File: config.mk
export PLATFORM = sky130hd
export DESIGN_NAME = shell_line_tokenizer
export DESIGN_NICKNAME = d
export VERILOG_FILES = /design/src/rtl/sltok_pkg.sv /design/src/rtl/sltok_lexer.sv /design/src/rtl/sltok_outq.sv /design/src/rtl/shell_line_tokenizer.sv
export SDC_FILE = /design/constraint.sdc
export NUM_CORES = 1
export LEC_CHECK = 0
export BUFFER_PORTS_ARGS = -buffer_cell sky130_fd_sc_hd__buf_2
export CORE_ASPECT_RATIO = 1.5
export CORE_MARGIN = 4
export CORE_UTILIZATION = 35
export DETAILED_ROUTE_END_ITERATION = 16
export PLACE_DENSITY_LB_ADDON = 0.1
export SYNTH_ARGS = -nofsm -noshare
export SYNTH_HDL_FRONTEND = slang
export SYNTH_HIERARCHICAL = 1
export SYNTH_SLANG_ARGS = --single-unit
export TNS_END_PERCENT = 50
File: constraint.sdc
create_clock -name clk -period 12.98 [get_ports clk]
set_input_delay 2.596 -clock clk [delete_from_list [all_inputs] [get_ports clk]]
set_output_delay 2.596 -clock clk [all_outputs]
set_load 0.02 [all_outputs]
File: src/rtl/sltok_pkg.sv
// Shared types and constants for the shell line tokenizer.
// Used by sltok_lexer, sltok_outq and shell_line_tokenizer; depends on nothing.
package sltok_pkg;

  localparam int LINE_MAX_DEF = 4096;
  localparam int QUEUE_DEPTH  = 4;

  localparam logic [7:0] CH_PIPE  = 8'h7C;
  localparam logic [7:0] CH_GT    = 8'h3E;
  localparam logic [7:0] CH_LT    = 8'h3C;
  localparam logic [7:0] CH_SQUOT = 8'h27;
  localparam logic [7:0] CH_DQUOT = 8'h22;
  localparam logic [7:0] CH_SPACE = 8'h20;
  localparam logic [7:0] CH_TAB   = 8'h09;
  localparam logic [7:0] CH_CR    = 8'h0D;

  localparam logic [11:0] COUNT_MAX = 12'hFFF;

  typedef enum logic [2:0] {
    KIND_WORD    = 3'd0,
    KIND_PIPE    = 3'd1,
    KIND_IN      = 3'd2,
    KIND_OUT     = 3'd3,
    KIND_APPEND  = 3'd4,
    KIND_HEREDOC = 3'd5
  } token_kind_t;

  typedef enum logic [1:0] {
    HELD_NONE = 2'd0,
    HELD_GT   = 2'd1,
    HELD_LT   = 2'd2
  } held_op_t;

  typedef struct packed {
    token_kind_t kind;
    logic [11:0] start;
    logic [12:0] length;
    logic [11:0] number;
    logic [11:0] pipes;
    logic        run_last;
  } token_t;

endpackage

File: src/rtl/sltok_lexer.sv
// Per-byte lexer state and token generation for the shell line tokenizer.
// Depends on sltok_pkg; produces up to two tokens for each stepped byte.
module sltok_lexer #(
  parameter int LINE_MAX = sltok_pkg::LINE_MAX_DEF
) (
  input  logic              clk,
  input  logic              rst_n,
  input  logic              step_en,
  input  logic [7:0]        line_byte,
  input  logic              line_last,
  output sltok_pkg::token_t res0,
  output sltok_pkg::token_t res1,
  output logic [1:0]        res_cnt
);
  import sltok_pkg::*;

  localparam int POS_W = $clog2(LINE_MAX + 1);
  localparam int ORG_W = $clog2(LINE_MAX);
  localparam logic [POS_W-1:0] POS_MAX = POS_W'(LINE_MAX);
  localparam logic [ORG_W-1:0] ORG_MAX = ORG_W'(LINE_MAX - 1);

  typedef struct packed {
    logic              v;
    token_kind_t       kind;
    logic [ORG_W-1:0]  start;
    logic [POS_W-1:0]  stop;
  } emit_t;

  logic             word_open_r, word_open_nxt;
  logic             quote_open_r, quote_open_nxt;
  logic             quote_dbl_r, quote_dbl_nxt;
  logic             seg_begin_r, seg_begin_nxt;
  logic [ORG_W-1:0] origin_r, origin_nxt;
  held_op_t         held_r, held_nxt;
  logic [POS_W-1:0] pos_r, pos_nxt;
  logic [11:0]      tok_cnt_r, tok_cnt_nxt;
  logic [11:0]      pipe_cnt_r, pipe_cnt_nxt;

  emit_t            e_op, e_pipe, e_flush;
  emit_t            sel0, sel1;
  logic             do_idle;
  logic             sel0_early;
  logic [11:0]      pipe_after;
  logic [POS_W:0]   pos_inc;
  logic [7:0]       held_ch;
  logic [7:0]       quote_ch;
  logic             is_quote;

  function automatic logic [ORG_W-1:0] clamp_start(input logic [POS_W-1:0] p);
    return (p < POS_W'(LINE_MAX - 1)) ? ORG_W'(p) : ORG_MAX;
  endfunction

  function automatic logic [POS_W-1:0] clamp_end(input logic [POS_W:0] e);
    return (e < (POS_W+1)'(LINE_MAX)) ? POS_W'(e) : POS_MAX;
  endfunction

  function automatic logic is_blank(input logic [7:0] c);
    return (c == CH_SPACE) || (c >= CH_TAB && c <= CH_CR);
  endfunction

  function automatic logic [11:0] sat_inc(input logic [11:0] x);
    return (x == COUNT_MAX) ? x : x + 12'd1;
  endfunction

  function automatic logic [12:0] tok_len(input emit_t e);
    return (e.stop > POS_W'(e.start)) ? 13'(e.stop - POS_W'(e.start)) : 13'd1;
  endfunction

  assign pos_inc  = {1'b0, pos_r} + (POS_W+1)'(1);
  assign held_ch  = (held_r == HELD_GT) ? CH_GT : CH_LT;
  assign quote_ch = quote_dbl_r ? CH_DQUOT : CH_SQUOT;
  assign is_quote = (line_byte == CH_SQUOT) || (line_byte == CH_DQUOT);

  always_comb begin
    word_open_nxt  = word_open_r;
    quote_open_nxt = quote_open_r;
    quote_dbl_nxt  = quote_dbl_r;
    seg_begin_nxt  = seg_begin_r;
    origin_nxt     = origin_r;
    held_nxt       = held_r;
    pos_nxt        = pos_r;
    e_op           = '0;
    e_pipe         = '0;
    e_flush        = '0;
    do_idle        = 1'b0;

    // A held bracket and an open word never coexist.
    if (held_r != HELD_NONE) begin
      held_nxt = HELD_NONE;
      e_op.v     = 1'b1;
      e_op.start = origin_r;
      if (line_byte == held_ch) begin
        e_op.kind = (held_r == HELD_GT) ? KIND_APPEND : KIND_HEREDOC;
        e_op.stop = clamp_end(pos_inc);
      end else begin
        e_op.kind = (held_r == HELD_GT) ? KIND_OUT : KIND_IN;
        e_op.stop = clamp_end((POS_W+1)'(origin_r) + (POS_W+1)'(1));
        do_idle   = 1'b1;
      end
    end else if (word_open_r) begin
      if (quote_open_r) begin
        if (line_byte == quote_ch) begin
          quote_open_nxt = 1'b0;
          seg_begin_nxt  = 1'b1;
        end
      end else if (is_blank(line_byte) || line_byte == CH_PIPE ||
                   line_byte == CH_LT || line_byte == CH_GT) begin
        e_op.v         = 1'b1;
        e_op.kind      = KIND_WORD;
        e_op.start     = origin_r;
        e_op.stop      = pos_r;
        word_open_nxt  = 1'b0;
        seg_begin_nxt  = 1'b0;
        do_idle        = 1'b1;
      end else if (seg_begin_r && is_quote) begin
        quote_open_nxt = 1'b1;
        quote_dbl_nxt  = (line_byte == CH_DQUOT);
        seg_begin_nxt  = 1'b0;
      end else begin
        seg_begin_nxt  = 1'b0;
      end
    end else begin
      do_idle = 1'b1;
    end

    // Byte seen with no word open and no bracket held, or one that just ended them.
    if (do_idle && !is_blank(line_byte)) begin
      if (line_byte == CH_PIPE) begin
        e_pipe.v     = 1'b1;
        e_pipe.kind  = KIND_PIPE;
        e_pipe.start = clamp_start(pos_r);
        e_pipe.stop  = clamp_end(pos_inc);
      end else if (line_byte == CH_GT || line_byte == CH_LT) begin
        held_nxt   = (line_byte == CH_GT) ? HELD_GT : HELD_LT;
        origin_nxt = clamp_start(pos_r);
      end else begin
        word_open_nxt  = 1'b1;
        origin_nxt     = clamp_start(pos_r);
        quote_open_nxt = is_quote;
        quote_dbl_nxt  = is_quote ? (line_byte == CH_DQUOT) : quote_dbl_r;
        seg_begin_nxt  = 1'b0;
      end
    end

    if (line_last) begin
      if (word_open_nxt) begin
        e_flush.v     = 1'b1;
        e_flush.kind  = KIND_WORD;
        e_flush.start = origin_nxt;
        e_flush.stop  = clamp_end(pos_inc);
      end else if (held_nxt != HELD_NONE) begin
        e_flush.v     = 1'b1;
        e_flush.kind  = (held_nxt == HELD_GT) ? KIND_OUT : KIND_IN;
        e_flush.start = origin_nxt;
        e_flush.stop  = clamp_end((POS_W+1)'(origin_nxt) + (POS_W+1)'(1));
      end
    end else if (pos_r < POS_MAX) begin
      pos_nxt = pos_r + POS_W'(1);
    end
  end

  // Pack the up to three candidate tokens into two slots, in order.
  always_comb begin
    res_cnt    = 2'(e_op.v) + 2'(e_pipe.v) + 2'(e_flush.v);
    sel0_early = e_op.v;
    if (e_op.v) begin
      sel0 = e_op;
      sel1 = e_pipe.v ? e_pipe : e_flush;
    end else if (e_pipe.v) begin
      sel0 = e_pipe;
      sel1 = e_flush;
    end else begin
      sel0 = e_flush;
      sel1 = '0;
    end
    pipe_after = e_pipe.v ? sat_inc(pipe_cnt_r) : pipe_cnt_r;

    res0.kind     = sel0.kind;
    res0.start    = 12'(sel0.start);
    res0.length   = tok_len(sel0);
    res0.number   = tok_cnt_r;
    res0.pipes    = sel0_early ? pipe_cnt_r : pipe_after;
    res0.run_last = (res_cnt == 2'd1);

    res1.kind     = sel1.kind;
    res1.start    = 12'(sel1.start);
    res1.length   = tok_len(sel1);
    res1.number   = sat_inc(tok_cnt_r);
    res1.pipes    = pipe_after;
    res1.run_last = 1'b1;

    tok_cnt_nxt  = (res_cnt == 2'd2) ? sat_inc(sat_inc(tok_cnt_r)) :
                   (res_cnt == 2'd1) ? sat_inc(tok_cnt_r) : tok_cnt_r;
    pipe_cnt_nxt = pipe_after;
  end

  always_ff @(posedge clk) begin
    if (!rst_n) begin
      word_open_r  <= 1'b0;
      quote_open_r <= 1'b0;
      quote_dbl_r  <= 1'b0;
      seg_begin_r  <= 1'b0;
      origin_r     <= '0;
      held_r       <= HELD_NONE;
      pos_r        <= '0;
      tok_cnt_r    <= '0;
      pipe_cnt_r   <= '0;
    end else if (step_en) begin
      if (line_last) begin
        word_open_r  <= 1'b0;
        quote_open_r <= 1'b0;
        quote_dbl_r  <= 1'b0;
        seg_begin_r  <= 1'b0;
        origin_r     <= '0;
        held_r       <= HELD_NONE;
        pos_r        <= '0;
        tok_cnt_r    <= '0;
        pipe_cnt_r   <= '0;
      end else begin
        word_open_r  <= word_open_nxt;
        quote_open_r <= quote_open_nxt;
        quote_dbl_r  <= quote_dbl_nxt;
        seg_begin_r  <= seg_begin_nxt;
        origin_r     <= origin_nxt;
        held_r       <= held_nxt;
        pos_r        <= pos_nxt;
        tok_cnt_r    <= tok_cnt_nxt;
        pipe_cnt_r   <= pipe_cnt_nxt;
      end
    end
  end

  a_last_clears: assert property (@(posedge clk) disable iff (!rst_n)
    step_en && line_last |=> pos_r == '0 && !word_open_r && held_r == HELD_NONE)
    else $error("line state not cleared after final byte");

  a_word_held_excl: assert property (@(posedge clk) disable iff (!rst_n)
    !(word_open_r && held_r != HELD_NONE))
    else $error("open word and held bracket at the same time");

  a_two_results: assert property (@(posedge clk) disable iff (!rst_n)
    step_en |-> res_cnt <= 2'd2 && (res_cnt != 2'd2 || !res0.run_last))
    else $error("bad result count from one byte");

endmodule

File: src/rtl/sltok_outq.sv
// Small result queue for the shell line tokenizer: up to two pushes, one pop.
// Depends on sltok_pkg for the token type and queue depth.
module sltok_outq (
  input  logic              clk,
  input  logic              rst_n,
  input  logic [1:0]        push_cnt,
  input  sltok_pkg::token_t push0,
  input  sltok_pkg::token_t push1,
  input  logic              pop,
  output sltok_pkg::token_t head,
  output logic              not_empty,
  output logic              room2
);
  import sltok_pkg::*;

  localparam int IDX_W = $clog2(QUEUE_DEPTH);
  localparam int CNT_W = $clog2(QUEUE_DEPTH + 1);

  token_t           mem_r [QUEUE_DEPTH];
  logic [IDX_W-1:0] wr_ptr_r, rd_ptr_r;
  logic [CNT_W-1:0] count_r, count_nxt;
  logic [IDX_W-1:0] wr_ptr_p1;

  assign wr_ptr_p1 = wr_ptr_r + IDX_W'(1);
  assign head      = mem_r[rd_ptr_r];
  assign not_empty = (count_r != '0);
  assign room2     = (count_r <= CNT_W'(QUEUE_DEPTH - 2));
  assign count_nxt = count_r + CNT_W'(push_cnt) - CNT_W'(pop);

  always_ff @(posedge clk) begin
    if (push_cnt != 2'd0) begin
      mem_r[wr_ptr_r] <= push0;
    end
    if (push_cnt == 2'd2) begin
      mem_r[wr_ptr_p1] <= push1;
    end
  end

  always_ff @(posedge clk) begin
    if (!rst_n) begin
      wr_ptr_r <= '0;
      rd_ptr_r <= '0;
      count_r  <= '0;
    end else begin
      wr_ptr_r <= wr_ptr_r + IDX_W'(push_cnt);
      if (pop) begin
        rd_ptr_r <= rd_ptr_r + IDX_W'(1);
      end
      count_r <= count_nxt;
    end
  end

  a_no_overflow: assert property (@(posedge clk) disable iff (!rst_n)
    push_cnt != 2'd0 |-> count_r <= CNT_W'(QUEUE_DEPTH - 2))
    else $error("push into queue without room for two requests");

  a_count_bound: assert property (@(posedge clk) disable iff (!rst_n)
    count_r <= CNT_W'(QUEUE_DEPTH) && (!pop || count_r != '0))
    else $error("queue count out of range or pop while empty");

endmodule

File: src/rtl/shell_line_tokenizer.sv
// Shell command line tokenizer: one byte of the line per input request,
// tokens as start, length, kind, index and pipe count per result request.
// Path: a byte taken is held in the staging register, then stepped through
// the lexer into the result queue, from which its first token is offered.
// Throughput: one byte per cycle when not held off. A byte can yield two
// tokens; the queue then drains one per cycle, so a run of such bytes
// paces the input at the output rate. The input is held off while a byte is
// staged and the queue has fewer than two free entries.
// Channels: in_valid/in_ready carry in_line_byte and in_line_last;
// out_valid/out_ready carry the token fields. out_run_last marks the last
// token caused by one byte. A stalled receiver fills the four-entry queue;
// with under two entries free, in_ready drops; nothing is lost or duplicated.
// Reset (rst_n low, synchronous) empties the queue and clears all line
// state. A byte with in_line_last set flushes any pending word or bracket
// and returns the line state to its reset values.
// Depends on sltok_pkg, sltok_lexer and sltok_outq.
module shell_line_tokenizer #(
  parameter int LINE_MAX = sltok_pkg::LINE_MAX_DEF
) (
  input  logic        clk,
  input  logic        rst_n,
  input  logic        in_valid,
  output logic        in_ready,
  input  logic [7:0]  in_line_byte,
  input  logic        in_line_last,
  output logic        out_valid,
  input  logic        out_ready,
  output logic [2:0]  out_token_kind,
  output logic [11:0] out_token_start,
  output logic [12:0] out_token_length,
  output logic [11:0] out_token_number,
  output logic [11:0] out_pipes_seen,
  output logic        out_run_last
);
  import sltok_pkg::*;

  logic       stg_v_r;
  logic [7:0] stg_byte_r;
  logic       stg_last_r;
  logic       step_en;
  logic       room2;
  token_t     res0, res1, head;
  logic [1:0] res_cnt;
  logic [1:0] push_cnt;

  // The staged byte is processed only when the queue can take both tokens.
  assign step_en  = stg_v_r && room2;
  assign in_ready = !stg_v_r || step_en;
  assign push_cnt = step_en ? res_cnt : 2'd0;

  always_ff @(posedge clk) begin
    if (!rst_n) begin
      stg_v_r <= 1'b0;
    end else if (in_valid && in_ready) begin
      stg_v_r <= 1'b1;
    end else if (step_en) begin
      stg_v_r <= 1'b0;
    end
  end

  always_ff @(posedge clk) begin
    if (in_valid && in_ready) begin
      stg_byte_r <= in_line_byte;
      stg_last_r <= in_line_last;
    end
  end

  sltok_lexer #(
    .LINE_MAX(LINE_MAX)
  ) u_lexer (
    .clk      (clk),
    .rst_n    (rst_n),
    .step_en  (step_en),
    .line_byte(stg_byte_r),
    .line_last(stg_last_r),
    .res0     (res0),
    .res1     (res1),
    .res_cnt  (res_cnt)
  );

  sltok_outq u_outq (
    .clk      (clk),
    .rst_n    (rst_n),
    .push_cnt (push_cnt),
    .push0    (res0),
    .push1    (res1),
    .pop      (out_valid && out_ready),
    .head     (head),
    .not_empty(out_valid),
    .room2    (room2)
  );

  assign out_token_kind   = head.kind;
  assign out_token_start  = head.start;
  assign out_token_length = head.length;
  assign out_token_number = head.number;
  assign out_pipes_seen   = head.pipes;
  assign out_run_last     = head.run_last;

endmodule
==> qor_table.md <==
| Item | Value | Unit |
| --- | --- | --- |
| Count of yosys warnings during synthesis | 6 | - |
| Post-placement setup slack | 5.73 | ns |
| Standard-cell rows | 103 | - |
| Share of the yosys chip area belonging to registers | 42.7 | % |
| Cell accounting for the most synthesized area | sky130_fd_sc_hd__edfxtp_1 | - |
| Number of nets with antenna violations after routing | 0 | - |
| Combinational share of power | 19.0 | % |
| Min cycle time layout | 7.37 | ns |
| Number of ports placed on the die boundary | 68 | - |
| Synthesis-to-finish area growth | 10.3 | % |
| Core area | 0.0526 | sq mm |
| Total nets after synthesis | 1738 | - |
| Antenna cell count | 0 | - |
| Antenna violations before repair | 0 | - |
| Wire length per cell | 24.7 | microns |
| Net Sw Power | 0.000696 | W |
| Wire length after detailed routing | 59300 | microns |
| DRT Pass-1 Iters | 5 | - |
| Vias post-DR | 13600 | - |
| Final standard cell area without fillers | 0.0205 | sq mm |
| Relative slew margins | 22.7 | % |
| Yosys cell types | 101 | - |
| Nets | 1746 | - |
| Synth Cell Area | 0.0186 | sq mm |
| Sequential Power Share | 42.6 | % |
| Peak supply drop | 121 | uV |
| Count of endpoints failing setup in the final report | 0 | - |
| Proportion of total power due to net switching | 28.3 | % |
| Cell Area, Placed | 0.0194 | sq mm |
| Starting DRT DRC Count | 874 | - |
| Worst-path fanout max | 13 | - |
| Async SR Flop Fraction | 0 | % |
| P_leak | 7.33 | nW |
| Starting density of the core | 35.4 | % |
| Top delay family on crit path | compound AO/OA/AOI/OAI gates | - |
| Hold violation count in the final report | 0 | - |
| TritonCTS clock tree | done | - |
| GRT Resource Usage Total | 20.3 | % |
| Result of the run | finished, final reports clean | - |
| Die area | 0.0569 | sq mm |
| Number of clock buffers inserted by TritonCTS | 31 | - |
| Share of layout cells above drive strength 1 | 27.0 | % |
| Clock slew seen by the registers of the worst setup and hold paths | 0.06 | ns |
| Syn Area/Cell | 11.0 | sq um |
| Top cells by count, synth | 221 x sky130_fd_sc_hd__edfxtp_1, 202 x sky130_fd_sc_hd__mux2_2, 117 x sky130_fd_sc_hd__nand2_1 | - |
| Number of setup buffers added after CTS | 0 | - |
| Final-layout setup total negative slack | 0 | ns |
| Die Y-Extent | 290 | microns |
| CP Data Arrival Time | 7.71 | ns |
| Total Power | 0.00246 | W |
| Worst path setup slack after routing | 5.61 | ns |
| Kind of end point of the critical path | register | - |
| Top cells by area, synth | sky130_fd_sc_hd__edfxtp_1 36%, sky130_fd_sc_hd__mux2_2 12%, sky130_fd_sc_hd__dfxtp_1 7.0% | - |
| Clock root buffer | sky130_fd_sc_hd__clkbuf_16 | - |
| Port-buffer cells | 67 | - |
| Largest net degree at the start of global routing | 54 | - |
| Synthesized netlist cell count | 1687 | - |
| # hold bufs at CTS | 0 | - |
| Most used flip-flop cell after synthesis | sky130_fd_sc_hd__edfxtp_1 | - |
| Startpoint class of the critical path | register | - |
| Fraction of synthesized cell area taken by the top area cell type | 35.7 | % |
| CP max stage delay | 0.75 | ns |
| TritonCTS Sinks | 286 | - |
| Highest clock frequency the design can meet | 136 | MHz |
| Number of buffers and inverters on the critical path | 0 | - |
| P per Cell Area | 120 | mW/mm^2 |
| Longest Clk Path Bufs | 3 | - |
| Wire length of the first global-routing pass | 89700 | microns |
| Die Wd | 196 | microns |
| Final slew viol count | 0 | - |
| Data required, critical path | 13.31 | ns |
| Ratio of final minimum period to clock period | 56.8 | % |
| H-tree lvl count | 1 | - |
| Share of total power in the clock network | 38.3 | % |
| Worst hold-check path type | register to register | - |
| Via density per instance | 5.64 | - |
| Setup repair after global routing missed its margin | no | - |
| Number of gates given a new drive strength after cts | 0 | - |
| Number of remaining DRC errors | 0 | - |
| Number of maximum-capacitance violations | 0 | - |
| Critical path type | register to register | - |
| Via count of the first global-routing pass | 14000 | - |
| Final weighted congestion in routability-driven placement | 0.983 | - |
| Hold slack final | 0.490 | ns |
| Internal power summed over all cells | 0.00176 | W |
| Post-Route Skew | 0.0158 | ns |
| Post-synth EDFFs | 221 | - |
| Clock latency at the later pin of the worst-skew pair | 0.59 | ns |
| Cell with the largest stage delay on the worst path | sky130_fd_sc_hd__and2_1 | - |
| Cell breakdown of the critical path | nand2b_1 -> o41ai_1 -> and4_1 -> nand2_1 -> o21ai_0 -> ha_1 -> nand2_1 -> nor3_1 -> nand2b_1 -> nor3_1 -> a22oi_1 -> a21oi_1 -> ha_1 -> a2111oi_0 -> a221o_1 -> a21oi_1 -> o2111ai_1 -> and2_1 -> o21bai_1 -> mux2_2 | - |
| Slew @ Worst Pin | 1.13 | ns |
| Remaining global-route overflow | 0 | - |
| Post-DP HPWL | 40700 | microns |
| Flops & latches, synth | 286 | - |
| Most used standard cell by instance count after synthesis | sky130_fd_sc_hd__edfxtp_1 | - |
-- worst paths after layout --
kind | startpoint | endpoint | slack [ns] | cells after the start
worst max register to register | stg_byte_r[0]$_DFFE_PP_ | u_outq/mem_r[3][37]$_DFFE_PP_ | 5.61 | 20
worst min register to register | u_lexer/seg_begin_r$_SDFFE_PN0P_ | u_lexer/seg_begin_r$_SDFFE_PN0P_ | 0.49 | 2
worst max-delay path | stg_byte_r[0]$_DFFE_PP_ | u_outq/mem_r[3][37]$_DFFE_PP_ | 5.61 | 20
worst min-delay path | u_lexer/seg_begin_r$_SDFFE_PN0P_ | u_lexer/seg_begin_r$_SDFFE_PN0P_ | 0.49 | 2
-- per-layer routing --
layer | up-vias | part of all wire [%] | GRT usage (%)
met5 | - | 0 | 0
met4 | 0 | 2.8 | 5.52
met3 | 73 | 3.5 | 1.68
met2 | 296 | 51 | 36.1
met1 | 6792 | 43 | 26.4
li1 | 6398 | - | -
-- worst register-to-register path, stage by stage (launching register included) --
cell and delay (ns):
sky130_fd_sc_hd__edfxtp_1 0.52, sky130_fd_sc_hd__nand2b_1 0.26, sky130_fd_sc_hd__o41ai_1 0.65, sky130_fd_sc_hd__and4_1 0.45, sky130_fd_sc_hd__nand2_1 0.31, sky130_fd_sc_hd__o21ai_0 0.51
sky130_fd_sc_hd__ha_1 0.37, sky130_fd_sc_hd__nand2_1 0.20, sky130_fd_sc_hd__nor3_1 0.44, sky130_fd_sc_hd__nand2b_1 0.22, sky130_fd_sc_hd__nor3_1 0.10, sky130_fd_sc_hd__a22oi_1 0.28
sky130_fd_sc_hd__a21oi_1 0.12, sky130_fd_sc_hd__ha_1 0.24, sky130_fd_sc_hd__a2111oi_0 0.53, sky130_fd_sc_hd__a221o_1 0.28, sky130_fd_sc_hd__a21oi_1 0.09, sky130_fd_sc_hd__o2111ai_1 0.17
sky130_fd_sc_hd__and2_1 0.75, sky130_fd_sc_hd__o21bai_1 0.30, sky130_fd_sc_hd__mux2_2 0.33
-- registers in the layout, summed over array words and instances (netlist names), named ones only --
register and flops:
u_outq/mem_r 212, u_lexer/pos_r 13, u_lexer/origin_r 12, u_lexer/pipe_cnt_r 12
u_lexer/tok_cnt_r 12, stg_byte_r 8, u_outq/count_r 3, u_lexer/held_r 2
u_outq/rd_ptr_r 2, u_outq/wr_ptr_r 2, stg_last_r 1, stg_v_r 1
u_lexer/quote_dbl_r 1, u_lexer/quote_open_r 1, u_lexer/seg_begin_r 1, u_lexer/word_open_r 1
-- cell families (layout without fill, tap and decap cells) --
logic type | Yosys count | count (layout) | synth area share (%)
DFF | 286 | 286 | 42.7
AOI/OAI and AO/OA | 350 | 350 | 12.4
muxes | 275 | 275 | 20.0
adders and majority gates | 38 | 38 | 2.72
other | 2 | 2 | 0.0404
and+or+nand+nor | 507 | 507 | 14.5
buffers and inverters | 151 | 184 | 3.78
xor gates and xnor gates | 78 | 78 | 3.83
-- cells in the final DEF (no fill, tap or decap), types with 9 or more instances in the layout --
master and instances:
sky130_fd_sc_hd__clkbuf_16 31, sky130_fd_sc_hd__or2_2 13, sky130_fd_sc_hd__a21oi_1 69, sky130_fd_sc_hd__dfxtp_1 63
sky130_fd_sc_hd__buf_2 67, sky130_fd_sc_hd__and3_1 15, sky130_fd_sc_hd__o21ai_0 98, sky130_fd_sc_hd__edfxtp_1 221
sky130_fd_sc_hd__a21boi_0 21, sky130_fd_sc_hd__nor2_1 112, sky130_fd_sc_hd__mux4_2 53, sky130_fd_sc_hd__nand3_1 35
sky130_fd_sc_hd__nand2_1 117, sky130_fd_sc_hd__buf_4 23, sky130_fd_sc_hd__mux2_4 10, sky130_fd_sc_hd__nor2b_1 37
sky130_fd_sc_hd__or3_1 18, sky130_fd_sc_hd__inv_1 34, sky130_fd_sc_hd__a22oi_1 17, sky130_fd_sc_hd__nand4_1 20
sky130_fd_sc_hd__mux2i_1 10, sky130_fd_sc_hd__nand2b_1 9, sky130_fd_sc_hd__a31oi_1 15, sky130_fd_sc_hd__a21oi_2 10
sky130_fd_sc_hd__nor3_1 37, sky130_fd_sc_hd__and2_1 29, sky130_fd_sc_hd__o21a_1 12, sky130_fd_sc_hd__ha_1 34
sky130_fd_sc_hd__xnor2_1 48, sky130_fd_sc_hd__mux2_2 202, sky130_fd_sc_hd__a21o_1 13, sky130_fd_sc_hd__xor2_1 28
sky130_fd_sc_hd__nor4_1 9
-- layout make-up --
type	count	area, sq um
flip-flops and latches	286	7940
clock buffers	39	836
repair buffers	90	508
multi-input cells	1250	9990
well taps	682	853
clock inverters	19	245
inverters	36	135
fillers	5208	32100
-- power groups by stage --
stage	logic (W)	clock network (W)	registers, W
global placement	0.000476	0	0.00107
floorplan	0.000356	0	0.00104
finish	0.000469	0.000943	0.00105
global route	0.000507	0.00101	0.00106
CTS	0.000479	0.000976	0.00105
detailed placement	0.000478	0	0.00107
-- stage by stage --
stage / std cells / util (%)
floorplan: 1687 / -
global placement: 2344 / 37.0
global route: 2402 / 39.0
CTS: 2402 / 39.0
finish: 2402 / 39.0
detailed placement: 2344 / 37.0
(Power assumes the default switching activity.)
